### src/hdl/rle_palette_overlay_expander_top_macros.svh
// Assertion helpers for the overlay expander. Define ASSERT_OFF to drop them.
`ifndef RLE_PALETTE_OVERLAY_EXPANDER_TOP_MACROS_SVH
`define RLE_PALETTE_OVERLAY_EXPANDER_TOP_MACROS_SVH

`ifndef ASSERT_OFF
// prop must hold at every clock edge outside reset
`define RPOE_ASSERT(lbl, clk, rst_n, prop, msg) \
    lbl: assert property (@(posedge clk) disable iff (!rst_n) (prop)) else $error(msg);
// cons must hold in the cycle after ante
`define RPOE_ASSERT_NEXT(lbl, clk, rst_n, ante, cons, msg) \
    lbl: assert property (@(posedge clk) disable iff (!rst_n) (ante) |=> (cons)) \
        else $error(msg);
`else
`define RPOE_ASSERT(lbl, clk, rst_n, prop, msg)
`define RPOE_ASSERT_NEXT(lbl, clk, rst_n, ante, cons, msg)
`endif

`endif

### src/hdl/rpoe_pkg.sv
package rpoe_pkg;

    localparam int FP_W    = 23;   // frame_pixels register
    localparam int OFS_W   = 22;   // start_offset field
    localparam int LEN_W   = 16;   // run_length / pixel_count
    localparam int IDX_W   = 8;
    localparam int CH_W    = 8;
    localparam int ARGB_W  = 32;
    localparam int ACC_W   = 21;   // signed Q10 accumulator

    localparam logic REQ_PALETTE = 1'b0;
    localparam logic REQ_RUN     = 1'b1;

    // BT.601 coefficients, Q10
    localparam logic signed [ACC_W-1:0] K_Y  = ACC_W'(1192);
    localparam logic signed [ACC_W-1:0] K_BB = ACC_W'(2066);
    localparam logic signed [ACC_W-1:0] K_GR = ACC_W'(833);
    localparam logic signed [ACC_W-1:0] K_GB = ACC_W'(400);
    localparam logic signed [ACC_W-1:0] K_RR = ACC_W'(1634);

    localparam logic [CH_W:0] Y_OFS = 9'd16;
    localparam logic [CH_W:0] C_OFS = 9'd128;

    typedef struct packed {
        logic              en;
        logic [IDX_W-1:0]  idx;
        logic [ARGB_W-1:0] argb;
    } t_pal_wr;

    typedef struct packed {
        logic             en;
        logic [IDX_W-1:0] idx;
    } t_pal_rd;

    // floor, then clamp to 0..255
    function automatic logic [CH_W-1:0] clamp_q10(input logic signed [ACC_W-1:0] acc);
        logic [CH_W-1:0] res;
        if (acc[ACC_W-1]) begin
            res = '0;
        end else if (acc[ACC_W-2:18] != '0) begin
            res = '1;
        end else begin
            res = acc[17:10];
        end
        return res;
    endfunction

    // floor(x / 255) for any 16-bit x up to 255*255
    function automatic logic [CH_W-1:0] div255(input logic [15:0] x);
        logic [16:0] s;
        s = {1'b0, x} + 17'(x[15:8]) + 17'd1;
        return s[15:8];
    endfunction

endpackage

### src/hdl/rpoe_convert.sv
module rpoe_convert #(
    parameter int PALETTE_ENTRIES = 256
) (
    input  logic                       i_clk,
    input  logic                       i_rst_n,
    input  logic                       i_acc,
    input  logic [rpoe_pkg::IDX_W-1:0] i_entry_index,
    input  logic [rpoe_pkg::CH_W-1:0]  i_luma,
    input  logic [rpoe_pkg::CH_W-1:0]  i_chroma_blue,
    input  logic [rpoe_pkg::CH_W-1:0]  i_chroma_red,
    input  logic [rpoe_pkg::CH_W-1:0]  i_opacity,
    output rpoe_pkg::t_pal_wr          o_wr,
    output logic                       o_busy
);
    import rpoe_pkg::*;

    logic r_v1, r_v2, r_v3;

    // stage 1: offset-removed inputs
    logic                    r_en1;
    logic [IDX_W-1:0]        r_idx1;
    logic signed [CH_W:0]    r_y1, r_b1, r_r1;
    logic [CH_W-1:0]         r_t1;

    // stage 2: Q10 accumulators
    logic                    r_en2;
    logic [IDX_W-1:0]        r_idx2;
    logic signed [ACC_W-1:0] r_acc_r2, r_acc_g2, r_acc_b2;
    logic [CH_W-1:0]         r_t2;

    // stage 3: channel times opacity
    logic                    r_en3;
    logic [IDX_W-1:0]        r_idx3;
    logic [15:0]             r_p_r3, r_p_g3, r_p_b3;
    logic [CH_W-1:0]         r_t3;

    logic signed [ACC_W-1:0] n_acc_r, n_acc_g, n_acc_b;
    logic signed [ACC_W-1:0] y_ext, b_ext, r_ext;

    always_comb begin
        y_ext   = ACC_W'(r_y1);
        b_ext   = ACC_W'(r_b1);
        r_ext   = ACC_W'(r_r1);
        n_acc_r = K_Y * y_ext + K_RR * r_ext;
        n_acc_g = K_Y * y_ext - K_GR * r_ext - K_GB * b_ext;
        n_acc_b = K_Y * y_ext + K_BB * b_ext;
    end

    always_ff @(posedge i_clk) begin
        if (!i_rst_n) begin
            r_v1 <= 1'b0;
            r_v2 <= 1'b0;
            r_v3 <= 1'b0;
        end else begin
            r_v1 <= i_acc;
            r_v2 <= r_v1;
            r_v3 <= r_v2;
        end
    end

    always_ff @(posedge i_clk) begin
        if (i_acc) begin
            r_en1  <= int'(i_entry_index) < PALETTE_ENTRIES;
            r_idx1 <= i_entry_index;
            r_y1   <= $signed({1'b0, i_luma} - Y_OFS);
            r_b1   <= $signed({1'b0, i_chroma_blue} - C_OFS);
            r_r1   <= $signed({1'b0, i_chroma_red} - C_OFS);
            r_t1   <= i_opacity;
        end
        r_en2    <= r_en1;
        r_idx2   <= r_idx1;
        r_acc_r2 <= n_acc_r;
        r_acc_g2 <= n_acc_g;
        r_acc_b2 <= n_acc_b;
        r_t2     <= r_t1;

        r_en3  <= r_en2;
        r_idx3 <= r_idx2;
        r_p_r3 <= clamp_q10(r_acc_r2) * r_t2;
        r_p_g3 <= clamp_q10(r_acc_g2) * r_t2;
        r_p_b3 <= clamp_q10(r_acc_b2) * r_t2;
        r_t3   <= r_t2;
    end

    always_comb begin
        o_wr.en   = r_v3 && r_en3;
        o_wr.idx  = r_idx3;
        o_wr.argb = {r_t3, div255(r_p_r3), div255(r_p_g3), div255(r_p_b3)};
        o_busy    = r_v1 || r_v2 || r_v3;
    end

endmodule

### config.mk
export PLATFORM = sky130hd
export DESIGN_NAME = rpoe_convert
export DESIGN_NICKNAME = d
export VERILOG_FILES = /design/src/hdl/rle_palette_overlay_expander_top_macros.svh /design/src/hdl/rpoe_pkg.sv /design/src/hdl/rpoe_convert.sv
export SDC_FILE = /design/constraint.sdc
export NUM_CORES = 1
export LEC_CHECK = 0
export BUFFER_PORTS_ARGS = -buffer_cell sky130_fd_sc_hd__buf_2
export CAP_MARGIN = 0
export CELL_PAD_IN_SITES_DETAIL_PLACEMENT = 0
export CELL_PAD_IN_SITES_GLOBAL_PLACEMENT = 1
export CORE_MARGIN = 2
export CORE_UTILIZATION = 30
export DETAILED_ROUTE_END_ITERATION = 8
export PLACE_DENSITY = 0.54
export SKIP_LAST_GASP = 1
export SLEW_MARGIN = 0
export SYNTH_ARGS = -nofsm -noshare
export SYNTH_HDL_FRONTEND = slang
export SYNTH_SLANG_ARGS = --single-unit
### constraint.sdc
create_clock -name i_clk -period 9.3 [get_ports i_clk]
set_clock_uncertainty 0.2 [all_clocks]
set_input_delay 1.395 -clock i_clk [delete_from_list [all_inputs] [get_ports i_clk]]
set_output_delay 1.395 -clock i_clk [all_outputs]
set_load 0.02 [all_outputs]
# == Word level (Yosys, flattened, before mapping) ==
# Cells that the tools add are included.
# word_totals
ff_bits,189
in_bits,43
word_cells,50
# op_classes
add_sub_neg,13
multipliers,8
muxes,6
reduce_logical,5
# ops
cell,count
16-bit by 1-bit adder with 16-bit output (second input constant),3
16-bit by 8-bit adder with 16-bit output,3
8-bit by 8-bit multiplier with 16-bit output,3
8-bit 2-to-1 mux,6
21-bit adder,2
11-bit by 9-bit multiplier with 20-bit output (first input constant),2
21-bit by 19-bit subtractor with 21-bit output,1
21-bit by 20-bit subtractor with 21-bit output,1
12-bit by 9-bit multiplier with 20-bit output (first input constant),1
9-bit by 9-bit multiplier with 18-bit output (first input constant),1
8-bit by 8-bit subtractor with 9-bit output (second input constant),2
6-bit by 9-bit multiplier with 15-bit output (first input constant),1
8-bit by 5-bit subtractor with 9-bit output (second input constant),1
2-bit nonzero test,3
1-bit logical OR,2

# == Longest topological paths before layout ==
# Gate-level depths: netlist of run 1.
# depth
depth_word,4
ltp_mapped,30
mapped_depth_nobuf,30

# == Worst setup path before layout of run 1 ==
# Ideal clock, no wire load.
# synth_timing
kind,reg-to-reg
from,register r_b1[2]
to,register r_acc_g2[20]
setup_time_ns,0.120
arrival_ns,6.562
required_ns,8.980
setup_slack_ns,2.418
stages_incl_launch_ff,27
n_path_buf,0
cell_sequence,edfxtp_1 > ha_1 > fa_1 > ha_1 > ha_1 > inv_1 > fa_1 > nor2b_1 > o21ai_0 > a21boi_0 > nor2_1 > ha_1 > fa_1 > fa_1 > inv_1 > fa_1 > inv_1 > fa_1 > inv_1 > ha_1 > a21o_1 > a21oi_1 > nor2_1 > a221o_1 > o31ai_1 > a21oi_1 > xnor2_1
# synth_between
elab_chain_cells,2
# synth_lines
item,line_no,text
"start, declared",rpoe_convert.sv:22,"logic signed [CH_W:0] r_y1, r_b1, r_r1;"
"start signal, assigned",rpoe_convert.sv:66,"r_b1 <= $signed({1'b0, i_chroma_blue} - C_OFS);"
6-bit by 9-bit multiplier with 15-bit output,rpoe_convert.sv:45,n_acc_g = K_Y * y_ext - K_GR * r_ext - K_GB * b_ext;
21-bit by 19-bit subtractor with 21-bit output,rpoe_convert.sv:45,
named net n_acc_g[20],rpoe_convert.sv:37,"logic signed [ACC_W-1:0] n_acc_r, n_acc_g, n_acc_b;"
"end signal, assigned",rpoe_convert.sv:73,r_acc_g2 <= n_acc_g;
"end, declared",rpoe_convert.sv:28,"logic signed [ACC_W-1:0] r_acc_r2, r_acc_g2, r_acc_b2;"
# The timed path passes the listed nets, and every way through them passes these cells.
# A chain may end at the register's enable or synchronous reset.

# == Worst setup path in the final report of run 1 ==
# Ends and elaborated chain as after synthesis.

==> results of run 1 <==
per-layer routing:
metal / wire (µm) / GRT usage / up-vias / share of wire
met5: 0 / 0 / - / 0
met4: 1116 / 0.04818 / 0 / 0.027
met3: 877 / 0.02414 / 43 / 0.021
met2: 19130 / 0.2283 / 105 / 0.47
met1: 19680 / 0.1736 / 6058 / 0.48
li1: - / - / 6485 / -
path summary, 6_finish.rpt:
kind | from | slack [ps] | to
setup / recovery | r_b1[2] | 1970 | r_acc_g2[20]
hold / removal | r_idx2[5] | 130 | r_idx3[5]
hold reg to reg | r_idx2[5] | 130 | r_idx3[5]
setup reg to reg | r_b1[2] | 1970 | r_acc_g2[20]
layout make-up:
| cell class | instances | area share |
|---|---|---|
| Inverter | 347 | 0.06389 |
| Tap cell | 782 | 0.04800 |
| Clock buffer | 19 | 0.02222 |
| Sequential cell | 157 | 0.1743 |
| Multi-Input combinational cell | 1408 | 0.6627 |
| Clock inverter | 13 | 0.005278 |
| Timing Repair Buffer | 92 | 0.02357 |
synthesized netlist by cell type, drive strengths merged, types with 22 or more instances:
master / instances / area (µm²)
dfxtp: 116 / 2322
nand2: 143 / 536.8
edfxtp: 41 / 1231
a21oi: 60 / 304.0
inv: 347 / 1303
fa: 173 / 3463
o21ai: 49 / 245.2
ha: 409 / 5117
xor2: 32 / 287.8
clkbuf: 23 / 86.33
and2: 102 / 638.1
nand3: 28 / 140.1
o21a: 22 / 165.2
nor2: 107 / 401.6
xnor2: 92 / 813.3
nor3: 24 / 120.1
per-stage QoR:
stage          hold slack, ps  utilization  worst slack (ps)  area (µm²)
2_1_floorplan           109.6            -              2418       18460
3_3_place_gp            110.4       0.3272              1969       19830
3_5_place_dp            112.1       0.3272              1940       19830
4_1_cts                 129.0       0.3365              1920       20390
5_1_grt                 134.1       0.3365              1557       20390
6_report                127.6       0.3365              1971       20390
registers in the layout, summed over array words and instances, names as in the netlist, 9 cells and up:
register	flops
r_acc_b2	11
r_acc_g2	11
r_acc_r2	11
r_p_b3	16
r_p_g3	16
r_p_r3	16
r_y1	9
kinds of logic (layout without fill, tap and decap cells):
| logic type | Yosys count | in the layout | share of synthesized area |
|---|---|---|---|
| adder cells (fa/ha/maj) | 582 | 582 | 0.4648 |
| multiplexers | 1 | 1 | 0.0005422 |
| flip-flops | 157 | 157 | 0.1925 |
| AND/OR/NAND/NOR | 483 | 483 | 0.1285 |
| buffers and inverters | 371 | 471 | 0.07564 |
| AO/OA/AOI/OAI | 218 | 218 | 0.07835 |
| XOR/XNOR | 124 | 124 | 0.05965 |
==> flow_results.org, run 1 <==
** Run status
- Result of the run :: completed

** Setup path
- In this design, the stage delay of the slowest critical-path cell is 550 ps.
- CP Launch Type :: flop
- The slowest stage of the critical path is the fa_1 cell.
- STA puts the critical path data arrival time at 7490 ps.
- The critical path crosses 26 cells after its start point.
- In this design, the critical path's most frequently occurring cell is fa_1.
- Along the worst path, the maximum fanout reaches 6.
- The critical path is of the flop to flop type.
- Worst-case reg-to-reg path depth :: 26
- In this design, the largest share of critical-path delay is due to adder cells.
- Data on the critical path is required at its endpoint by 9460 ps.
- Critical path buffers and inverters :: 4
- STA classifies the critical path endpoint as a flop.

** Cells and area
- Across the whole layout, storage elements account for 3553 µm².
- Leaving out fill and tap cells, the most frequent cell in the layout is ha_1.
- Relative area change from synthesis to final layout :: 10.43%
- Ant. Diodes :: 0
- Fin nets :: 2648
- Once layout is complete, the cells apart from fillers number 2818.
- In the final layout, the share of cells above drive strength 1 is 0.07417.
- Top library cells by usage in the layout, fill and taps aside :: ha_1, inv_1, fa_1
- Number of filler instances in the final layout :: 6255
- Combined area of the multi-input logic cells :: 13510 µm²

** Timing
- The worst path in the final design needs a cycle of 7329 ps, including I/O delays and setup.
- The final count of hold timing violations came to 0.
- Least-Margin Pin Slew :: 1101 ps
- Slew headroom :: 0.2650
- Setup violations remaining at the end of the flow were counted as 0.
- Unrepaired setup endpoints after global routing :: no
- In the final timing run, aggregate negative setup slack is 0 ps.
- Of the available clock period, the critical path in the final layout requires 0.7880.
- Max Clock Freq :: 136.4 MHz
- Slew Viols, Final :: 0

** Placement
- Buffers placed on the I/O ports in this run total 84.
- Gp weighted congestion :: 0.7714
- Detailed placement finished with a half-perimeter wire length of 34160 µm.
- Placed instance count :: 2786

** Synth
- Sequential share of the synthesized area :: 0.1925
- Synthesized netlist cell count :: 1936
- Share of flip-flops with an asynchronous set or reset :: 0
- In the synthesized netlist the dominant register cell turns out to be dfxtp_1.
- Synthesized netlist net count :: 2561
- The Yosys step of the flow raised 0 warnings.
- Yosys reg bits :: 157
- Cell Area, Synth :: 18460 µm²
- Unique masters post-synth :: 68
- The synthesized design contains 41 enable-type register cells.
- After synthesis, the mean cell area works out to 9.535 µm².

** Routing
- Initial DRC Count :: 319
- Avg WL per Cell :: 14.48 µm
- DRC Markers :: 0
- The first detailed-routing pass took 5 iterations.
- For this block, the via count after detailed routing is 12690.
- After detailed routing, the total wire length is 40800 µm.
- Via-per-instance ratio :: 4.504
- Number of antenna-violating nets in the routed design :: 0

** Floorplanning
- Number of primary I/O pins :: 85
- Floorplan row count :: 90
- Placeable core region :: 60580 µm²
- For this configuration, the core starts out at a cell density of 0.3047.
- Area of the die :: 63530 µm²
- Chip Width :: 252.1 µm
- Overall die height :: 252.1 µm

** Global routing
- In the global route stage, overall resource usage came out at 0.1355.
- Wire length of the first global-routing pass :: 67390 µm
- Grt ovf :: 0
- The number of antenna violations at the first check in global routing was 1.
- The number of global-route vias before repair was 13090.
- Pin count of the biggest net entering global routing :: 26

** CTS
- In this run the clock root is driven by a clkbuf_16.
- CTS max path bufs :: 2
- Clock tree synthesis inserted a total of 17 buffers.
- Clock-pin slew was measured on the worst setup and hold paths at 70 ps.
- Once the clock tree was built, the resizer swapped 0 gates to a different size.
- Post CTS Setup Buffer Count :: 0
- CTS Hold Bufs :: 0
- Clock H-tree levels :: 4
- For this design, the sink count on the clock tree is 157.
- CTS tree :: yes
- Worst skew pair latency :: 480 ps

** Min path
- The worst hold path belongs to the class flop to flop.
- Count of cells along the worst hold path :: 0

** Job
- The tool flagged a number of max-cap violations equal to 0.
Power of run 1 is left out: the tool's default activity adds up to more than one toggle a clock period on the data nets, which glitch-free logic cannot reach.
==> run 2, diff against run 1 <==
- PLACE_DENSITY: 0.54 -> 0.56
- clock period: 9.3 -> 6.3 ns (I/O delays scaled with it)
==> run 2 against run 1 <==
  * Critical path depth down 2
  * Non-clock buffer count up 86
  * Register-to-register slack worse by 2200 ps
  * Sequential share of layout area down 0.84 points
  * The flow now finishes with violations (setup timing)
  * Die area unchanged
  * Sequential cell count unchanged
  * Highest routed layer unchanged
  * Clock-buffer cell count unchanged
  * Critical endpoint unchanged
==> flow_results.org, run 2 (synthesis results as in run 1) <==
** Setup path
- The number of buffers and inverters on the critical path came to 3 (-1).
- The worst setup path is launched from a flop.
- Among all stages on the critical path, the largest delay is contributed by fa_1.
- Top cell by count, worst path :: fa_1
- Traced cell by cell, the critical path runs through ha_1 -> fa_1 -> ha_1 -> ha_1 -> a21o_1 -> a21oi_2 -> xnor2_1 -> ha_1 -> fa_1 -> fa_1 -> inv_2 -> fa_1 -> inv_2 -> fa_1 -> inv_2 -> ha_4 -> a21o_1 -> a21o_1 -> a21oi_2 -> nor2_1 -> a221o_1 -> o31ai_2 -> a21oi_1 -> xnor2_1.
- Crit path required time :: 6460 ps (-3000 ps)
- CP Data Arrival Time :: 6680 ps (-810 ps)
- The highest cell delay on the worst timing path came to 540 ps (about the same).
- Worst setup EP type :: flop
- By startpoint and endpoint, the worst setup path is classified as flop to flop.
- On the critical path the largest part of the delay comes from adder cells.
- Crit path max fanout :: 4 (-2)
- The register-to-register setup slack is -220 ps (-2190 ps).

** Run status
- The final reports fail on setup timing.
- Result of the run :: finished with violations

** Floorplanning
- Chip Width :: 252.1 µm (unchanged)
- Number of primary I/O pins :: 85 (unchanged)
- Floorplan row count :: 90 (unchanged)
- The height of the chip came to 252.1 µm (unchanged).
- Area of the die :: 63530 µm² (unchanged)
- Placeable core region :: 60580 µm² (unchanged)
- The effective utilization at floorplan came to 0.3047 (unchanged).

** Placement
- The placed cell count is 2866 (+2.9%).
- The final weighted congestion in routability-driven placement came to 0.7909 (+2.5%).
- Half-perimeter wire length of the detailed placement result :: 35070 µm (+2.7%)
- The number of port buffers is 84 (unchanged).

** CTS
- The CTS H-tree depth was 4 (unchanged).
- CTS max path bufs :: 2 (unchanged)
- Number of sinks driven by the clock tree :: 157 (unchanged)
- The clock-pin slew on the worst setup and hold paths is 70 ps (about the same).
- CTS Hold Bufs :: 0 (unchanged)
- The tree is rooted in a clkbuf_16.
- Worst skew pair latency :: 470 ps (about the same)
- Total clock buffers created by CTS :: 17 (unchanged)
- TritonCTS built the clock tree.

** Timing
- Least-Margin Pin Slew :: 993.7 ps (-107.2 ps)
- The number of pins with negative max-slew slack in the final report came to 0 (unchanged).
- Minimum period implied by the final worst setup slack :: 6523 ps (-805.9 ps)
- Final setup violation count :: 5 (+5)
- The maximum achievable frequency came to 153.3 MHz (+12%).
- Slew headroom :: 0.3375 (+0.07249)
- Hold Fails Final Rpt :: 0 (unchanged)
- The final setup slack of the worst path is -223.0 ps (-2194 ps).
- The share of the clock period used by the worst path after layout is 1.035 (+0.2473).
- Setup repair after global routing could not meet its margin everywhere.

** Job
- The max-cap check violation count came to 0 (unchanged).

** Global routing
- GRT Util Overall :: 0.1383 (+0.002807)
- The maximum number of pins on one net before global-route repair is 43 (+65%).
- The number of antenna violations at the first check in global routing was 0 (-1).
- Via count of the first global-routing pass :: 13560 (+3.6%)
- The global-route wire length before repair was 69210 µm (+2.7%).
- Grt ovf :: 0 (unchanged)

** Min path
- Hold WC Path Type :: flop to flop

** Cells and area
- The final-stage net count came to 2734 (+3.2%).
- Finished Layout Cells :: 2904 (+3.1%)
- Ant. Diodes :: 0 (unchanged)
- The fraction of layout instances using a drive strength above 1 was 0.1352 (+0.06108).
- Number of filler instances in the final layout :: 6194 (-0.98%)
- Leaving out fill and tap cells, the most frequent cell in the layout is ha_1.
- Relative area change from synthesis to final layout :: 16.02%
- Largest registers :: r_p_b3 x16, r_p_g3 x16, r_p_r3 x16
- Top library cells by usage in the layout, fill and taps aside :: ha_1, inv_1, fa_1

** Routing
- First-pass iteration count of the detailed router :: 4 (-1)
- The average vias per placed instance is 4.435 (-1.5%).
- The detailed-route via count came to 12880 (+1.5%).
- The iteration-0 DRC count of the detailed router was 355 (+11%).
- The total length of routed wires came to 41300 µm (+1.2%).
- The count of antenna-violating nets left after detailed routing is 0 (unchanged).
- Avg WL per Cell :: 14.22 µm (-1.8%)
- The DRC violation count after routing was 0 (unchanged).
## run 2: worst reg2reg max path, delay by kind of cell, from the launching register on
kind / cells / cell delay (ps)
adder cells (fa/ha/maj): 10 / 3880
AND/OR/NAND/NOR: 1 / 50
flip-flops: 1 / 460
XOR/XNOR: 2 / 220
buffers and inverters: 3 / 140
AO/OA/AOI/OAI: 8 / 1460
## run 2: stage by stage
step	setup TNS (ps)	instance area [µm²]	hold slack (ps)	setup WS [ps]	utilization
6_report	-613.6	21420	123.6	-223.0	0.3535
5_1_grt	-2243	21420	135.4	-536.1	0.3535
4_1_cts	-735.2	21270	125.1	-218.8	0.3510
3_5_place_dp	-1239	20520	112.1	-375.0	0.3387
3_3_place_gp	-915.9	20520	110.2	-325.8	0.3387
2_1_floorplan	-77.93	18550	109.6	-77.93	-
## run 2: final timing paths
| kind | start | to | cells after the start |
|---|---|---|---|
| max | r_b1[2] | r_acc_g2[20] | 24 |
| min | r_idx2[4] | r_idx3[4] | 0 |
| max reg2reg | r_b1[2] | r_acc_g2[20] | 24 |
| min reg2reg | r_idx2[4] | r_idx3[4] | 0 |
## run 2: layer usage
layer | routed length [µm] | up-vias | GRT usage | share of wire
met2 | 19860 | 94 | 0.2351 | 0.48
met5 | 0 | - | 0 | 0
met1 | 19750 | 6080 | 0.1787 | 0.48
met3 | 802 | 35 | 0.02445 | 0.019
met4 | 881 | 0 | 0.04125 | 0.021
li1 | - | 6671 | - | -
## run 2: repair_timing
item,in CTS,in global routing
setup endpoints to repair,8,10
gates resized for setup,20,27
pin swaps,13,14
buffers inserted,5,2
## run 2: final cells by class
type                    instances  area, µm²  area share
clock buffers                  19      454.2     0.02121
clock inverters                13      172.7    0.008062
inverters                     347       1303     0.06082
multi-input cells            1408      13830      0.6457
flip-flops and latches        157       3553      0.1659
well taps                     782      978.4     0.04569
repair buffers                178       1126     0.05258
Power of run 2 is left out for the same reason.
==> run 3, diff against run 2 <==
- PLACE_DENSITY: 0.56 -> 0.63
==> run 3 against run 2 <==
  * The flow still finishes with violations (setup timing)
  * Utilization down 0.11 points
  * Maximum frequency down 0.67%
  * Hold slack about the same
  * Highest routed layer unchanged
  * Cell count unchanged
  * Non-clock buffer count unchanged
  * Sequential share of layout area up 0.053 points
  * Cell area down 0.32%
==> flow_results.org, run 3 (synthesis results as in run 1) <==
** Run status
- The run finished, with violations left.
- The checks that failed: setup timing.

** Routing
- The DRC violation count after routing came to 0 (unchanged).
- Initial DRC Count :: 436 (+23%)
- Avg WL per Cell :: 13.92 µm (-2.1%)
- Via-per-instance ratio :: 4.481 (+1.0%)
- The number of detailed-routing iterations run before antenna repair is 5 (+1).
- Number of antenna-violating nets in the routed design :: 0 (unchanged)
- WL final :: 40430 µm (-2.1%)
- Routed via count :: 13010 (+1.0%)

** Setup path
- The worst setup path is of the flop to flop kind.
- Worst setup EP type :: flop
- CP Data Arrival Time :: 6740 ps (+60 ps)
- The number of buffers and inverters on the critical path came to 4 (+1).
- On the critical path the largest part of the delay comes from adder cells.
- Cell type of the slowest stage on the worst timing path :: fa_1
- STA classifies the critical path startpoint as a flop.
- Top cell by count, worst path :: fa_1
- The required time at the endpoint of the critical path is 6470 ps (about the same).
- The highest cell delay on the worst timing path is 530 ps (about the same).
- The largest fanout on the critical path was 4 (unchanged).

** Floorplanning
- The core outline area is 60580 µm² (unchanged).
- Overall die height :: 252.1 µm (unchanged)
- The I/O pin count is 85 (unchanged).
- Initial Util :: 0.3047 (unchanged)
- Floorplan row count :: 90 (unchanged)
- The overall die width came to 252.1 µm (unchanged).
- The total die area was 63530 µm² (unchanged).

** Timing
- Smallest setup slack after layout :: -266.8 ps (-43.83 ps)
- The worst-margin pin slew came to 1038 ps (+44.28 ps).
- Hold Worst Slack :: 123.8 ps (+0.1840 ps)
- The maximum achievable frequency is 152.3 MHz (-0.67%).
- Final setup violation count :: 3 (-2)
- Setup repair after global routing could not meet its margin everywhere.
- Final cycle utilization of the critical path :: 1.042 (+0.006957)
- Hold Fails Final Rpt :: 0 (unchanged)
- Slew Viols, Final :: 0 (unchanged)
- The final critical delay including setup and external delays came to 6567 ps (+43.83 ps).
- Slew headroom :: 0.3080 (-0.02952)

** Global routing
- The number of global-route vias before repair was 13630 (+0.54%).
- The number of antenna violations at the first check in global routing is 0 (unchanged).
- The global-route wire length before repair was 67920 µm (-1.9%).
- The aggregate global-route resource usage is 0.1345 (-0.003760).
- The sum of overflow across all layers after global routing came to 0 (unchanged).
- The maximum number of pins on one net before global-route repair came to 43 (unchanged).

** Cells and area
- Relative area change from synthesis to final layout :: 15.64%
- Largest registers :: r_p_b3 x16, r_p_g3 x16, r_p_r3 x16
- Ant. Diodes :: 0 (unchanged)
- The fraction of layout instances using a drive strength above 1 was 0.1371 (+0.001885).
- Fin nets :: 2734 (unchanged)
- In the layout the commonest cells are ha_1, inv_1, fa_1.
- The library cell used most frequently in the layout, excluding fill and tap cells, is ha_1.
- Number of filler instances in the final layout :: 6214 (+0.32%)

** CTS
- Clock tree synthesis selected as its root buffer the cell clkbuf_16.
- Total clock buffers created by CTS :: 17 (unchanged)
- TritonCTS built the clock tree.
- The buffer depth of the longest clock path came to 2 (unchanged).
- The total clock sinks came to 157 (unchanged).
- The clock-pin slew on the worst setup and hold paths was 80 ps (about the same).
- Clock H-tree levels :: 4 (unchanged)
- Worst skew pair latency :: 480 ps (about the same)

** Placement
- Port-buffer cells :: 84 (unchanged)
- The final weighted congestion in routability-driven placement was 0.8157 (+3.1%).
- Half-perimeter wire length of the detailed placement result :: 34390 µm (-1.9%)

** Job
- Number of violations of the max-capacitance limit :: 0 (unchanged)

** Min path
- Hold WC Path Type :: flop to flop
run 3: cell types whose count changed in the layout (fill, tap and decap cells not counted), moves of 2 or more:
| cell | previous run | this run |
|---|---|---|
| inv_6 | 4 | 7 |
| ha_4 | 12 | 9 |
| ha_2 | 2 | 4 |
| buf_4 | 94 | 91 |
| buf_6 | 0 | 3 |
| bufinv_16 | 2 | 0 |
| inv_1 | 341 | 337 |
| inv_2 | 6 | 10 |
run 3: path summary, 6_finish.rpt:
check        slack [ps]  startpoint  cells past startpoint           end
min reg2reg         120   r_idx2[6]                      0     r_idx3[6]
max                -270     r_b1[2]                     25  r_acc_g2[20]
max reg2reg        -270     r_b1[2]                     25  r_acc_g2[20]
min                 120   r_idx2[6]                      0     r_idx3[6]
run 3: metrics by stage:
step	TNS [ps]	std cells	worst slack (ps)	instance area (µm²)	utilization
after global routing	-2352	2904	-525.0	21350	0.3524
after detailed placement	-1721	2858	-416.4	20460	0.3377
final	-577.2	2904	-266.8	21350	0.3524
after global placement	-889.9	2858	-278.9	20460	0.3377
after CTS	-1236	2900	-311.7	21180	0.3495
after floorplan	-77.93	1936	-77.93	18550	-
run 3: area by class of cell:
| class | count | area [µm²] | area share |
|---|---|---|---|
| Sequential cell | 157 | 3553 | 0.1665 |
| Timing Repair Buffer | 178 | 1137 | 0.05328 |
| Inverter | 347 | 1303 | 0.06101 |
| Tap cell | 782 | 978.4 | 0.04583 |
| Multi-Input combinational cell | 1408 | 13800 | 0.6466 |
| Clock inverter | 13 | 118.9 | 0.005568 |
| Clock buffer | 19 | 454.2 | 0.02128 |
run 3: what timing repair did:
item                                   in CTS  in global routing
pin swaps                                  27                 39
gates resized for setup                    17                 36
hold buffers                                0                  0
endpoints found under the hold margin       0                  0
setup buffers                              10                  7
setup endpoints to repair                   8                 11
run 3: layer usage:
| layer | up-vias | wire (µm) | global-route usage |
|---|---|---|---|
| met3 | 41 | 873 | 0.02311 |
| met2 | 115 | 19670 | 0.2322 |
| met1 | 6188 | 18940 | 0.1695 |
| li1 | 6669 | - | - |
| met5 | - | 0 | 0 |
| met4 | 0 | 949 | 0.04497 |
Power of run 3 is left out for the same reason.
