$ cat src/hdl/rle_palette_overlay_expander_top_macros.svh
// Assertion helpers for the overlay expander. Define ASSERT_OFF to drop them.
`ifndef RLE_PALETTE_OVERLAY_EXPANDER_TOP_MACROS_SVH
`define RLE_PALETTE_OVERLAY_EXPANDER_TOP_MACROS_SVH

`ifndef ASSERT_OFF
// prop must hold at every clock edge outside reset
`define RPOE_ASSERT(lbl, clk, rst_n, prop, msg) \
    lbl: assert property (@(posedge clk) disable iff (!rst_n) (prop)) else $error(msg);
// cons must hold in the cycle after ante
`define RPOE_ASSERT_NEXT(lbl, clk, rst_n, ante, cons, msg) \
    lbl: assert property (@(posedge clk) disable iff (!rst_n) (ante) |=> (cons)) \
        else $error(msg);
`else
`define RPOE_ASSERT(lbl, clk, rst_n, prop, msg)
`define RPOE_ASSERT_NEXT(lbl, clk, rst_n, ante, cons, msg)
`endif

`endif

$ cat src/hdl/rpoe_pkg.sv
package rpoe_pkg;

    localparam int FP_W    = 23;   // frame_pixels register
    localparam int OFS_W   = 22;   // start_offset field
    localparam int LEN_W   = 16;   // run_length / pixel_count
    localparam int IDX_W   = 8;
    localparam int CH_W    = 8;
    localparam int ARGB_W  = 32;
    localparam int ACC_W   = 21;   // signed Q10 accumulator

    localparam logic REQ_PALETTE = 1'b0;
    localparam logic REQ_RUN     = 1'b1;

    // BT.601 coefficients, Q10
    localparam logic signed [ACC_W-1:0] K_Y  = ACC_W'(1192);
    localparam logic signed [ACC_W-1:0] K_BB = ACC_W'(2066);
    localparam logic signed [ACC_W-1:0] K_GR = ACC_W'(833);
    localparam logic signed [ACC_W-1:0] K_GB = ACC_W'(400);
    localparam logic signed [ACC_W-1:0] K_RR = ACC_W'(1634);

    localparam logic [CH_W:0] Y_OFS = 9'd16;
    localparam logic [CH_W:0] C_OFS = 9'd128;

    typedef struct packed {
        logic              en;
        logic [IDX_W-1:0]  idx;
        logic [ARGB_W-1:0] argb;
    } t_pal_wr;

    typedef struct packed {
        logic             en;
        logic [IDX_W-1:0] idx;
    } t_pal_rd;

    // floor, then clamp to 0..255
    function automatic logic [CH_W-1:0] clamp_q10(input logic signed [ACC_W-1:0] acc);
        logic [CH_W-1:0] res;
        if (acc[ACC_W-1]) begin
            res = '0;
        end else if (acc[ACC_W-2:18] != '0) begin
            res = '1;
        end else begin
            res = acc[17:10];
        end
        return res;
    endfunction

    // floor(x / 255) for any 16-bit x up to 255*255
    function automatic logic [CH_W-1:0] div255(input logic [15:0] x);
        logic [16:0] s;
        s = {1'b0, x} + 17'(x[15:8]) + 17'd1;
        return s[15:8];
    endfunction

endpackage

$ cat src/hdl/rpoe_out_if.sv
interface rpoe_out_if;
    import rpoe_pkg::*;

    logic                valid;
    logic                ready;
    logic [ARGB_W-1:0]   pixel_argb;
    logic [OFS_W-1:0]    start_offset;
    logic [LEN_W-1:0]    pixel_count;
    logic                frame_done;

    modport source (
        output valid, pixel_argb, start_offset, pixel_count, frame_done,
        input  ready
    );
    modport sink (
        input  valid, pixel_argb, start_offset, pixel_count, frame_done,
        output ready
    );
endinterface

$ cat src/hdl/rpoe_cfg_if.sv
interface rpoe_cfg_if;
    import rpoe_pkg::*;

    logic            valid;
    logic            ready;
    logic [FP_W-1:0] data;

    modport source (output valid, data, input ready);
    modport sink   (input valid, data, output ready);
endinterface

$ cat src/hdl/rpoe_run.sv
module rpoe_run #(
    parameter int POSITION_BITS = 22
) (
    input  logic                        i_clk,
    input  logic                        i_rst_n,
    rpoe_cfg_if.sink                    i_cfg,
    rpoe_out_if.source                  o_res,
    input  logic                        i_run_acc,
    input  logic [rpoe_pkg::LEN_W-1:0]  i_run_length,
    input  logic [rpoe_pkg::ARGB_W-1:0] i_rd_argb,
    output logic                        o_can_take
);
    import rpoe_pkg::*;

    localparam int TW = (POSITION_BITS + 1 > 24) ? POSITION_BITS + 1 : 24;

    logic [TW-1:0]            r_total;
    logic [POSITION_BITS-1:0] r_pos;

    logic                     r_s1_valid;
    logic [OFS_W-1:0]         r_s1_start;
    logic [LEN_W-1:0]         r_s1_count;
    logic                     r_s1_done;

    logic                     r_o_valid;
    logic [ARGB_W-1:0]        r_o_argb;
    logic [OFS_W-1:0]         r_o_start;
    logic [LEN_W-1:0]         r_o_count;
    logic                     r_o_done;

    logic [TW-1:0]            fp_ext, limit, n_total;
    logic [TW-1:0]            pos_ext, len_ext, remaining;
    logic [OFS_W+POSITION_BITS-1:0] start_ext;
    logic                     full, clip, done;
    logic [LEN_W-1:0]         count;
    logic [POSITION_BITS-1:0] n_pos;
    logic                     s1_move;

    always_comb begin
        fp_ext    = {{(TW - FP_W){1'b0}}, i_cfg.data};
        limit     = TW'(1) << POSITION_BITS;
        n_total   = (fp_ext > limit) ? limit : fp_ext;

        pos_ext   = {{(TW - POSITION_BITS){1'b0}}, r_pos};
        len_ext   = {{(TW - LEN_W){1'b0}}, i_run_length};
        remaining = r_total - pos_ext;
        full      = pos_ext >= r_total;
        clip      = len_ext >= remaining;
        done      = full || clip;
        priority if (full) begin
            count = '0;
        end else if (clip) begin
            count = remaining[LEN_W-1:0];
        end else begin
            count = i_run_length;
        end
        // without a clip the sum stays below the total
        n_pos     = done ? '0 : r_pos + POSITION_BITS'(i_run_length);
        start_ext = {{OFS_W{1'b0}}, r_pos};

        s1_move    = r_s1_valid && (!r_o_valid || o_res.ready);
        o_can_take = !r_s1_valid || s1_move;
    end

    assign i_cfg.ready = 1'b1;

    always_ff @(posedge i_clk) begin
        if (!i_rst_n) begin
            r_total    <= '0;
            r_pos      <= '0;
            r_s1_valid <= 1'b0;
            r_o_valid  <= 1'b0;
        end else begin
            if (i_cfg.valid) begin
                r_total <= n_total;
                r_pos   <= '0;
            end else if (i_run_acc) begin
                r_pos <= n_pos;
            end

            if (i_run_acc) begin
                r_s1_valid <= 1'b1;
            end else if (s1_move) begin
                r_s1_valid <= 1'b0;
            end

            if (s1_move) begin
                r_o_valid <= 1'b1;
            end else if (o_res.ready) begin
                r_o_valid <= 1'b0;
            end
        end
    end

    // hold the run until its palette word is back
    always_ff @(posedge i_clk) begin
        if (i_run_acc) begin
            r_s1_start <= start_ext[OFS_W-1:0];
            r_s1_count <= count;
            r_s1_done  <= done;
        end
        if (s1_move) begin
            r_o_argb  <= i_rd_argb;
            r_o_start <= r_s1_start;
            r_o_count <= r_s1_count;
            r_o_done  <= r_s1_done;
        end
    end

    assign o_res.valid        = r_o_valid;
    assign o_res.pixel_argb   = r_o_argb;
    assign o_res.start_offset = r_o_start;
    assign o_res.pixel_count  = r_o_count;
    assign o_res.frame_done   = r_o_done;

endmodule

$ cat src/flat_wrapper.sv
// flat-port wrapper written by rule: the top's interface ports become plain ports
module rpoe_run_flat import rpoe_pkg::*;
#(
    parameter int POSITION_BITS = 22
)
  (i_clk, i_rst_n, i_run_acc, i_run_length, i_rd_argb, o_can_take, i_cfg_valid, i_cfg_data, i_cfg_ready, o_res_valid, o_res_pixel_argb, o_res_start_offset, o_res_pixel_count, o_res_frame_done, o_res_ready);
  rpoe_cfg_if i_cfg_i ();
  rpoe_out_if o_res_i ();
  input  logic i_clk;
  input  logic i_rst_n;
  input  logic i_run_acc;
  input  logic [rpoe_pkg::LEN_W-1:0] i_run_length;
  input  logic [rpoe_pkg::ARGB_W-1:0] i_rd_argb;
  output logic o_can_take;
  input wire logic [$bits(i_cfg_i.valid)-1:0] i_cfg_valid;
  input wire logic [$bits(i_cfg_i.data)-1:0] i_cfg_data;
  output wire logic [$bits(i_cfg_i.ready)-1:0] i_cfg_ready;
  output wire logic [$bits(o_res_i.valid)-1:0] o_res_valid;
  output wire logic [$bits(o_res_i.pixel_argb)-1:0] o_res_pixel_argb;
  output wire logic [$bits(o_res_i.start_offset)-1:0] o_res_start_offset;
  output wire logic [$bits(o_res_i.pixel_count)-1:0] o_res_pixel_count;
  output wire logic [$bits(o_res_i.frame_done)-1:0] o_res_frame_done;
  input wire logic [$bits(o_res_i.ready)-1:0] o_res_ready;
  assign i_cfg_i.valid = i_cfg_valid;
  assign i_cfg_i.data = i_cfg_data;
  assign i_cfg_ready = i_cfg_i.ready;
  assign o_res_valid = o_res_i.valid;
  assign o_res_pixel_argb = o_res_i.pixel_argb;
  assign o_res_start_offset = o_res_i.start_offset;
  assign o_res_pixel_count = o_res_i.pixel_count;
  assign o_res_frame_done = o_res_i.frame_done;
  assign o_res_i.ready = o_res_ready;
  rpoe_run #(.POSITION_BITS(POSITION_BITS)) u_core (.i_clk(i_clk), .i_rst_n(i_rst_n), .i_cfg(i_cfg_i), .o_res(o_res_i), .i_run_acc(i_run_acc), .i_run_length(i_run_length), .i_rd_argb(i_rd_argb), .o_can_take(o_can_take));
endmodule
$ cat config.mk
export PLATFORM = sky130hd
export DESIGN_NAME = rpoe_run_flat
export DESIGN_NICKNAME = d
export VERILOG_FILES = /design/src/hdl/rle_palette_overlay_expander_top_macros.svh /design/src/hdl/rpoe_pkg.sv /design/src/hdl/rpoe_out_if.sv /design/src/hdl/rpoe_cfg_if.sv /design/src/hdl/rpoe_run.sv /design/src/flat_wrapper.sv
export SDC_FILE = /design/constraint.sdc
export NUM_CORES = 1
export LEC_CHECK = 0
export CAP_MARGIN = 0
export CORE_MARGIN = 2
export CORE_UTILIZATION = 55
export DETAILED_ROUTE_END_ITERATION = 7
export DONT_BUFFER_PORTS = 1
export PLACE_DENSITY_LB_ADDON = 0.05
export SETUP_SLACK_MARGIN = 0.3
export SLEW_MARGIN = 10
export SYNTH_ARGS = -nofsm -noshare
export SYNTH_HDL_FRONTEND = slang
export SYNTH_SLANG_ARGS = --single-unit
$ cat constraint.sdc
create_clock -name i_clk -period 9.83 [get_ports i_clk]
set_clock_uncertainty 0.2 [all_clocks]
set_input_delay 1.4745 -clock i_clk [delete_from_list [all_inputs] [get_ports i_clk]]
set_output_delay 1.4745 -clock i_clk [all_outputs]
set_load 0.005 [all_outputs]
After elaboration in Yosys (flattened, before gate mapping)
Index checks and enable logic that the tools add are counted.

word-level totals
  register bits after elaboration = 158
  output and inout bits = 74
  word-level logic and storage cells = 33

cells by class
  $add $sub $neg = 2
  $lt $le $gt $ge = 3
  mux-type cells = 7
  bitwise operators = 1
  reductions and logical operators = 9

operator list
  kind                  count
  $ge 16x24->1          1
  $ge 22x24->1          1
  $sub 24x22->24        1
  $gt 23x23->1 const B  1
  $mux 23               1
  $add 22x16->22        1
  $mux 22               1
  $mux 16               1
  $mux 1                4
  $reduce_bool 2->1     2
  $logic_or 1x1->1      3
  $logic_not 1->1       2
  $reduce_or 2->1       1
  $logic_and 1x1->1     1
  $not 1->1             1

Depth between registers and ports, before layout
Gate-level depths: netlist of the first run.

  depth in word-level cells = 5
  depth in mapped cells = 22
  gate-level depth less buffers = 20

Worst setup path before layout of the first run
Ideal clock, no wire load.

  path type = input port to flip-flop
  start = in o_res_ready
  end = reg u_core.r_o_done (netlist: u_core.o_res.frame_done) (enable)
  arrival = 4,708 ps
  data required time = 9,121 ps
  path slack = 4,413 ps
  cell stages on the path = 2
  path buffers = 0
  cell sequence = nor2b_1 nor2b_1

on the way
  longest elaborated chain between the ends = 2

RTL lines
  item                      RTL line            text
  from (decl)               flat_wrapper.sv:23  input wire logic [$bits(o_res_i.ready)-1:0] o_res_ready;
  $logic_or 1x1->1          rpoe_run.sv:61      s1_move = r_s1_valid && (!r_o_valid || o_res.ready);
  $logic_and 1x1->1         rpoe_run.sv:61
  named net u_core.s1_move  rpoe_run.sv:37      logic s1_move;
  to (signal assigned)      rpoe_run.sv:106     r_o_done <= r_s1_done;
  to (decl)                 rpoe_run.sv:29      logic r_o_done;

The timed path passes the listed nets, and every way through them passes these cells.
A chain may end at the register's enable or synchronous reset.

Worst setup path after layout of the first run
  start = reg u_core.r_pos[1]
  end = reg u_core.r_s1_count[12], data pin

on the way
  longest elaborated chain between the ends = 3
  elaborated cells on any way between the ends = 4

RTL lines
  item                    RTL line        text
  from (decl)             rpoe_run.sv:18  logic [POSITION_BITS-1:0] r_pos;
  from (signal assigned)  rpoe_run.sv:78  r_pos <= n_pos;
  $sub 24x22->24          rpoe_run.sv:46  remaining = r_total - pos_ext;
  $ge 16x24->1            rpoe_run.sv:48  clip = len_ext >= remaining;
  $mux 16                 rpoe_run.sv:52  end else if (clip) begin
  to (signal assigned)    rpoe_run.sv:99  r_s1_count <= count;
  to (decl)               rpoe_run.sv:22  logic [LEN_W-1:0] r_s1_count;

Several ways; a longest one is shown, not always the timed one.

==> results.cfg, run 1 <==
[outcome]
status = finished clean

[worst_setup_path]
critPathLaunchType = flip-flop
cpMaxStageDelayCell = dfxtp_1
worst_setup_path_end_kind = flip-flop
worstSetupPathType = reg2reg
worstPathRequired_ns = 9.80
cp_slowest_stage_delay_ns = 0.48
path_max_fanout = 34
path_delay_family = compound AO/OA/AOI/OAI gates
cpMostUsedCell = a21oi_1
cp.buffers_inverters = 2
worst_ep_arrival_time_ns = 5.23
path_cells = inv_1 > ha_1 > nor2b_1 > o31a_1 > or3_1 > a21oi_1 > o21bai_1 > a21oi_1 > xor2_1 > ha_1 > nand4_1 > a21oi_1 > nand2_1 > o211ai_1 > nand4_1 > a2111oi_4 > o2111ai_4 > buf_4 > and2_0 > o21a_1

[timing]
fin_crit_sh_pct = 53.5
grt_setup_unrepaired = no
min_period_ns = 5.26
drv_slew = 0
timing.final.ws_setup_ns = 4.57
fmax_ghz = 0.190
hold_viol_final = 0
setup_viol = 0
setup_tns_ns = 0
slew_headroom_pct = 38.0
holdWs_ns = 0.217
tightest_slew_ns = 0.931

[global_routing]
grt_pass1_wl_mm = 27.8
grt_max_degree = 79
grt_pass1_vias = 5123
antenna_found_initial = 0
grt-ovfl-total = 0
track_usage_pct = 24.9

[floorplanning]
core.rowCount = 43
ios = 150
start_util_pct = 56.2
die_area_um2 = 15100
coreArea_um2 = 13800
die_h_um = 123
dieWidth_um = 123

[power_and_ir_drop]
power.share.combinational_pct = 16.6
total_power_mw = 1.76
seqPwrFrac_pct = 44.0
p_leak_nw = 3.28
p_sw_share_pct = 27.5
vdd_drop_max_mv = 0.111
power_density_nw_per_um2 = 206
power_switching_mw = 0.484
internal_power_mw = 1.28
power_frac_clock_pct = 39.4

[routing]
first_iter_violations = 505
wire_per_inst_um = 21.3
num_vias = 5306
postRouteAntennaNets = 0
wirelength_mm = 18.4
post-route-drc-count = 0
via_per_inst = 6.14
dr.pass1.iters = 6

[synth]
avgSynthCellArea_um2 = 11.6
syn-num-nets = 804
synth_edf_count = 110
ys_async_sr_fraction_pct = 0
yosysMostFrequentCell = edfxtp_1
synth_flop_cell = edfxtp_1
syn_area_um2 = 7770
synth_top_area_share_pct = 42.5
yosysTopAreaCell = edfxtp_1
synth_seq_cells = 157
synthTopCellsByCount = edfxtp_1 (110), a21oi_1 (64), ha_1 (54), dfxtp_1 (47), nand2_1 (39)
yosys_warnings = 0
synth_area_leaders = edfxtp_1 (43%), dfxtp_1 (12%), ha_1 (8.7%), a21oi_1 (4.1%), xnor2_1 (2.6%)
synth-seq-area-share_pct = 54.6
synth_cell_type_count = 64
synthCells = 672

[finish]
seqCellArea_um2 = 4240
synthToLayoutAreaGrowth_pct = 9.97
nets = 803
fillers = 1040
n_antenna_cell = 0
multi_input_area_um2 = 3280
drive_gt1_share_pct = 7.31

[placement]
dpl_worst_slack_ns = 4.62
place_congestion = 0.882
dpl.hpwl_mm = 13.5
port_buffers = 0

[clock_network]
htree_levels = 4
cts-resized-gates = 0
holdBufCountCts = 0
clkTransAtPathRegs_ns = 0.07
cts_sinks = 157
insertion_delay_ns = 0.43
clockBufferDepth = 2
root_buffer = clkbuf_16
cts_setup_buffers = 0
cts_buffers = 17
tritoncts = done

[worst_hold_path]
hold_class = reg2reg

[run]
max-cap-violations = 0
==> cell usage in the layout, fill, tap and decap left out, drive strengths merged, types with 3 or more instances in the layout <==
cell / instances
a2111oi: 3
a211o: 4
a211oi: 3
a21o: 16
a21oi: 64
a22o: 21
a311oi: 4
a31oi: 5
and2: 6
and3: 8
buf: 5
bufinv: 3
clkbuf: 17
clkinv: 3
dfxtp: 47
edfxtp: 110
ha: 54
inv: 42
nand2: 39
nand2b: 23
nand3: 9
nand4: 27
nor2: 21
nor2b: 10
nor3: 10
nor4: 5
o211ai: 6
o21a: 10
o21ai: 24
o21bai: 5
o31ai: 4
or2: 14
or3: 3
xnor2: 23
xor2: 8
==> cell type report <==
cell class	count	share of cell area, %
Clock buffer	17	4.98
Inverter	34	1.49
Tap cell	180	2.64
Multi-Input combinational cell	456	38.4
Clock inverter	15	2.33
Sequential cell	157	49.7
Timing Repair Buffer	5	0.439
==> cells by family after synthesis <==
logic type / after synthesis / synth area share (%)
compound gates: 182 / 16.1
buf+inv: 59 / 3.19
mux: 4 / 0.548
xor+xnor: 31 / 3.49
fa+ha+maj: 56 / 9.21
flops: 157 / 54.6
other cells: 1 / 0.0483
simple gates: 182 / 12.8
==> state kept, by name (all words and copies together), names as in the netlist <==
| register | count |
|---|---|
| u_core.o_res.valid | 1 |
| u_core.o_res.pixel_argb | 32 |
| u_core.o_res.frame_done | 1 |
| u_core.r_s1_done | 1 |
| u_core.r_pos | 22 |
| u_core.r_s1_count | 16 |
| u_core.o_res.start_offset | 22 |
| u_core.r_s1_valid | 1 |
| u_core.r_s1_start | 22 |
| u_core.o_res.pixel_count | 16 |
| u_core.r_total | 23 |
==> power groups by stage <==
stage,Clock (mW),Sequential [mW],Combinational (mW)
after CTS,0.706,0.776,0.291
final,0.695,0.775,0.292
after global placement,0,0.786,0.285
after detailed placement,0,0.789,0.289
after global routing,0.732,0.779,0.325
after floorplan,0,0.782,0.223
==> per-stage QoR <==
| stage | std cells | area (um^2) | util [%] |
|---|---|---|---|
| after CTS | 864 | 8540 | 61.8 |
| after detailed placement | 832 | 7920 | 57.3 |
| final | 864 | 8540 | 61.8 |
| after global placement | 832 | 7920 | 57.3 |
| after floorplan | 672 | 7770 | - |
| after global routing | 864 | 8540 | 61.8 |
==> path summary, 6_finish.rpt <==
check                                          start                           end  cells after the start  slack (ns)
worst max-delay path                 u_core.r_pos[1]         u_core.r_s1_count[12]                     20        4.57
worst min-delay path            u_core.r_s1_start[3]  u_core.o_res.start_offset[3]                      0        0.22
worst max register to register       u_core.r_pos[1]         u_core.r_s1_count[12]                     20        4.57
worst min register to register  u_core.r_s1_start[3]  u_core.o_res.start_offset[3]                      0        0.22
==> per-layer routing <==
layer / GRT usage, % / wire length [um] / up-vias
met3: 5.95 / 1470 / 25
met5: 0 / 0 / -
met2: 37.8 / 8420 / 250
met4: 10.3 / 399 / 0
li1: - / - / 2535
met1: 34.2 / 8130 / 2496
(Power assumes the default switching activity.)
==> run 2: changes to the inputs <==
- clock period: 9.83 -> 5.2 ns (I/O delays scaled with it)
==> run 2 against run 1 <==
  * Sequential share of layout area decreased by 0.50 points
  * Sequential power is 88% higher
  * Clock-buffer cell count is the same
  * Hold slack worse by 0.0020 ns
  * Largest cell class unchanged
  * Critical path depth did not move
  * Highest routed layer unchanged
  * Sequential cell count unchanged
==> results.cfg, run 2 (synthesis gave the netlist of run 1 again) <==
[global_routing]
antenna_found_initial = 0
track_usage_pct = 25.2
grt_pass1_wl_mm = 28.1
grt_max_degree = 79
grt_pass1_vias = 5183
grt-ovfl-total = 0

[clock_network]
cts_sinks = 157
htree_levels = 4
cts_buffers = 17
holdBufCountCts = 0
insertion_delay_ns = 0.43
clockBufferDepth = 2
root_buffer = clkbuf_16
tritoncts = done
clkTransAtPathRegs_ns = 0.07

[timing]
setup_tns_ns = 0
fmax_ghz = 0.212
fin_crit_sh_pct = 90.7
hold_viol_final = 0
tightest_slew_ns = 0.896
grt_setup_unrepaired = no
min_period_ns = 4.72
slew_headroom_pct = 40.3
setup_viol = 0
drv_slew = 0

[floorplanning]
dieWidth_um = 123
die_area_um2 = 15100
coreArea_um2 = 13800
die_h_um = 123
start_util_pct = 56.2
core.rowCount = 43
ios = 150

[finish]
post-route-util_pct = 62.5
largest_reg_flops = 32
n_antenna_cell = 0
nets = 807
layout_commonest_cell = edfxtp_1
drive_gt1_share_pct = 8.72
final_cell_mix = edfxtp_1 (110), a21oi_1 (63), ha_1 (54)
synthToLayoutAreaGrowth_pct = 11.2
stdcell_area_um2 = 8640

[power_and_ir_drop]
total_power_mw = 3.35
p_leak_nw = 3.32
power_density_nw_per_um2 = 388
vdd_drop_max_mv = 0.199

[worst_hold_path]
hold_class = reg2reg

[worst_setup_path]
worst_setup_path_end_kind = flip-flop
critPathLaunchType = flip-flop
worstSetupPathType = reg2reg
worstPathRequired_ns = 5.18
path_max_fanout = 26
worst_ep_arrival_time_ns = 4.70

[outcome]
status = finished clean

[routing]
wire_per_inst_um = 21.5
dr.pass1.iters = 5
wirelength_mm = 18.7
via_per_inst = 6.16
post-route-drc-count = 0
postRouteAntennaNets = 0
num_vias = 5345
first_iter_violations = 399

[placement]
dpl.hpwl_mm = 13.5
post_dp_cell_area_um2 = 7950
port_buffers = 0
place_congestion = 0.924

[run]
max-cap-violations = 0
## run 2: cell types whose count changed in the layout (fill, tap and decap cells not counted), sizes merged
cell / change
buf: +3
clkbuf: +1
clkinv: +1
bufinv: -1
## run 2: routing by layer
layer | global-route usage [%] | up-vias | wire, um
li1 | - | 2535 | -
met5 | 0 | - | 0
met3 | 6.74 | 32 | 1380
met1 | 33.9 | 2540 | 8280
met2 | 38.5 | 238 | 8610
met4 | 10.6 | 0 | 422
## run 2: through the flow
step	hold WS [ns]	instances	setup WS [ns]
final	0.215	868	0.482
after CTS	0.214	866	0.330
after global placement	0.201	834	0.398
after detailed placement	0.205	834	0.291
after global routing	0.216	868	0.316
after floorplan	0.200	672	0.477
## run 2: worst max-delay path: stages, from the launching register on
cell and delay (ns):
dfxtp_4 0.39, inv_1 0.05, ha_1 0.31, nor2b_1 0.15, o31a_1 0.31, or3_1 0.35
a21oi_2 0.22, o21bai_1 0.08, a21oi_1 0.18, xor2_1 0.11, ha_1 0.33, nand4_1 0.08
a21oi_1 0.17, nand2_1 0.09, o211ai_1 0.20, nand4_1 0.16, a2111oi_4 0.28, o2111ai_4 0.21
buf_12 0.22, and2_0 0.17, o21a_1 0.19
## run 2: power by group
| group | total [mW] | switching [mW] | internal [mW] |
|---|---|---|---|
| clock network | 1.30 | 0.564 | 0.737 |
| logic | 0.582 | 0.351 | 0.232 |
| registers | 1.46 | 0.0395 | 1.43 |
| total | 3.35 | 0.954 | 2.39 |
## run 2: what timing repair did
action,4_1_cts,5_1_grt
cloned,0,1
pin swaps,0,5
endpoints found under the setup margin,7,29
resized for setup,2,9
setup buffers,0,1
## run 2: worst paths after layout
| check | cells after the start | start | slack [ns] | end |
|---|---|---|---|---|
| max | 20 | u_core.r_pos[1] | 0.48 | u_core.r_s1_count[14] |
| min | 0 | u_core.r_s1_start[5] | 0.21 | u_core.o_res.start_offset[5] |
| max reg2reg | 20 | u_core.r_pos[1] | 0.48 | u_core.r_s1_count[14] |
| min reg2reg | 0 | u_core.r_s1_start[5] | 0.21 | u_core.o_res.start_offset[5] |
## run 2: layout make-up
| cell class | instances | area [um^2] |
|---|---|---|
| fillers | 1028 | 5190 |
| clock inverters | 15 | 203 |
| flip-flops and latches | 157 | 4250 |
| inverters | 34 | 128 |
| multi-input cells | 456 | 3310 |
| repair buffers | 9 | 97.6 |
| clock buffers | 17 | 425 |
| well taps | 180 | 225 |
==> run 3: changes to the inputs <==
- clock period: 5.2 -> 5.5 ns (I/O delays scaled with it)
==> run 3 against run 2 <==
  * Critical endpoint is now u_core.r_s1_count[12]
  * Sequential cell count stayed put
  * Setup slack better by 0.18 ns
  * Wire length is 2.9% lower
  * Final cell count is 0.23% lower
  * Power is 6.9% lower
  * Hold slack better by 0.0039 ns
  * Non-clock buffer count is 2 lower
  * Critical path type unchanged
  * Register-to-register slack better by 0.18 ns
  * Clock-buffer cell count is 1 higher
  * Fmax is 2.4% lower
  * Largest cell class unchanged
  * Sequential share of layout area is 0.45 points higher
==> results.cfg, run 3 (synthesis gave the netlist of run 1 again) <==
[power_and_ir_drop]
power_density_nw_per_um2 = 364
p_leak_nw = 3.28
internal_power_mw = 2.25
vdd_drop_max_mv = 0.219
p_sw_share_pct = 27.7
seqPwrFrac_pct = 44.4
power.share.combinational_pct = 16.9
power_frac_clock_pct = 38.7
power_switching_mw = 0.864

[timing]
min_period_ns = 4.83
tightest_slew_ns = 0.933
holdWs_ns = 0.219
slew_headroom_pct = 37.8
setup_viol = 0
fin_crit_sh_pct = 87.9
drv_slew = 0
hold_viol_final = 0
grt_setup_unrepaired = no
fmax_ghz = 0.207
setup_tns_ns = 0

[global_routing]
grt_pass1_vias = 5153
grt-ovfl-total = 0
grt_max_degree = 79
track_usage_pct = 24.9
grt_pass1_wl_mm = 27.9
antenna_found_initial = 1

[outcome]
status = finished clean

[finish]
nets = 805
synthToLayoutAreaGrowth_pct = 10.1
layout_commonest_cell = edfxtp_1
n_antenna_cell = 0
stdcell_area_um2 = 8560
drive_gt1_share_pct = 8.02
largest_reg_flops = 32
final_cell_mix = edfxtp_1 (110), a21oi_1 (63), ha_1 (54)
fillers = 1068

[worst_setup_path]
worstReg2RegStart = u_core.r_pos[1]
reg2reg_to = u_core.r_s1_count[12]
worstSetupPathType = reg2reg
worst_ep_arrival_time_ns = 4.81
r2r_slack_ns = 0.67
path_max_fanout = 27
worst_setup_path_end_kind = flip-flop
critPathLaunchType = flip-flop
worst-r2r-cell-count = 20
worstPathRequired_ns = 5.48

[clock_network]
cts_sinks = 157
htree_levels = 4
clkTransAtPathRegs_ns = 0.07
insertion_delay_ns = 0.43
clockBufferDepth = 2
cts_buffers = 17
cts_setup_buffers = 0
tritoncts = done
root_buffer = clkbuf_16

[placement]
place_congestion = 0.914
dpl.hpwl_mm = 13.6
post_dp_cell_area_um2 = 7930
port_buffers = 0

[worst_hold_path]
hold_path_end = u_core.o_res.pixel_count[5]
holdPathStages = 0
hold_class = reg2reg
holdCritStartpoint = u_core.r_s1_count[5]

[routing]
postRouteAntennaNets = 0
first_iter_violations = 347
num_vias = 5314
post-route-drc-count = 0
wire_per_inst_um = 21.0
dr.pass1.iters = 5
via_per_inst = 6.14
wirelength_mm = 18.1

[floorplanning]
start_util_pct = 56.2
dieWidth_um = 123
core.rowCount = 43
ios = 150
die_area_um2 = 15100
coreArea_um2 = 13800
die_h_um = 123

[run]
max-cap-violations = 0
## run 3: power groups by stage
stage | clock network [mW] | registers (mW) | logic [mW]
global placement | 0 | 1.41 | 0.508
floorplan | 0 | 1.40 | 0.399
global route | 1.27 | 1.39 | 0.585
CTS | 1.22 | 1.39 | 0.519
finish | 1.21 | 1.39 | 0.527
detailed placement | 0 | 1.41 | 0.515
## run 3: worst max-delay path by stage
stage | start | to | slack, ns | depth (start not counted)
2_1_floorplan | o_res_ready | u_core.o_res.frame_done | 0.73 | 2
3_3_place_gp | u_core.r_pos[1] | u_core.r_s1_count[14] | 0.69 | 20
3_5_place_dp | u_core.r_pos[1] | u_core.r_pos[21] | 0.51 | 20
4_1_cts | u_core.r_pos[1] | u_core.r_pos[21] | 0.48 | 20
5_1_grt | u_core.r_pos[1] | u_core.r_s1_count[12] | 0.34 | 20
6_report | u_core.r_pos[1] | u_core.r_s1_count[12] | 0.67 | 20
## run 3: repair_timing
action | 4_1_cts | 5_1_grt
resized for setup | 0 | 5
hold buffers | 0 | 0
endpoints found under the setup margin | 0 | 22
## run 3: layout make-up
class	instances	area, um^2	share of cell area [%]
clock inverter	14	173	2.02
multi-input combinational	456	3290	38.5
tap	180	225	2.63
timing repair buffer	7	52.6	0.614
inverter	34	128	1.49
sequential	157	4250	49.6
clock buffer	18	439	5.13
## run 3: metrics by stage
step,instances,power [mW],setup WS (ns),util [%]
after floorplan,672,1.80,0.732,-
after global placement,834,1.91,0.688,57.4
after detailed placement,834,1.93,0.512,57.4
after CTS,866,3.13,0.477,61.8
after global routing,866,3.25,0.341,61.9
final,866,3.12,0.666,61.9
## run 3: worst max-delay path, stage by stage (launching register included)
cell	delay [ns]
dfxtp_2	0.42
inv_1	0.07
ha_1	0.31
nor2b_1	0.15
o31a_1	0.31
or3_1	0.37
a21oi_2	0.19
o21bai_1	0.08
a21oi_1	0.17
xor2_1	0.11
ha_1	0.33
nand4_1	0.08
a21oi_1	0.19
nand2_1	0.09
o211ai_1	0.18
nand4_1	0.17
a2111oi_4	0.36
o2111ai_4	0.16
buf_4	0.26
and2_0	0.18
o21a_1	0.19
## run 3: routing by layer
metal | global-route usage [%] | wire length (um) | up-vias
li1 | - | - | 2538
met1 | 34.2 | 8150 | 2524
met2 | 37.7 | 8310 | 227
met5 | 0 | 0 | -
met3 | 6.51 | 1330 | 25
met4 | 9.63 | 351 | 0
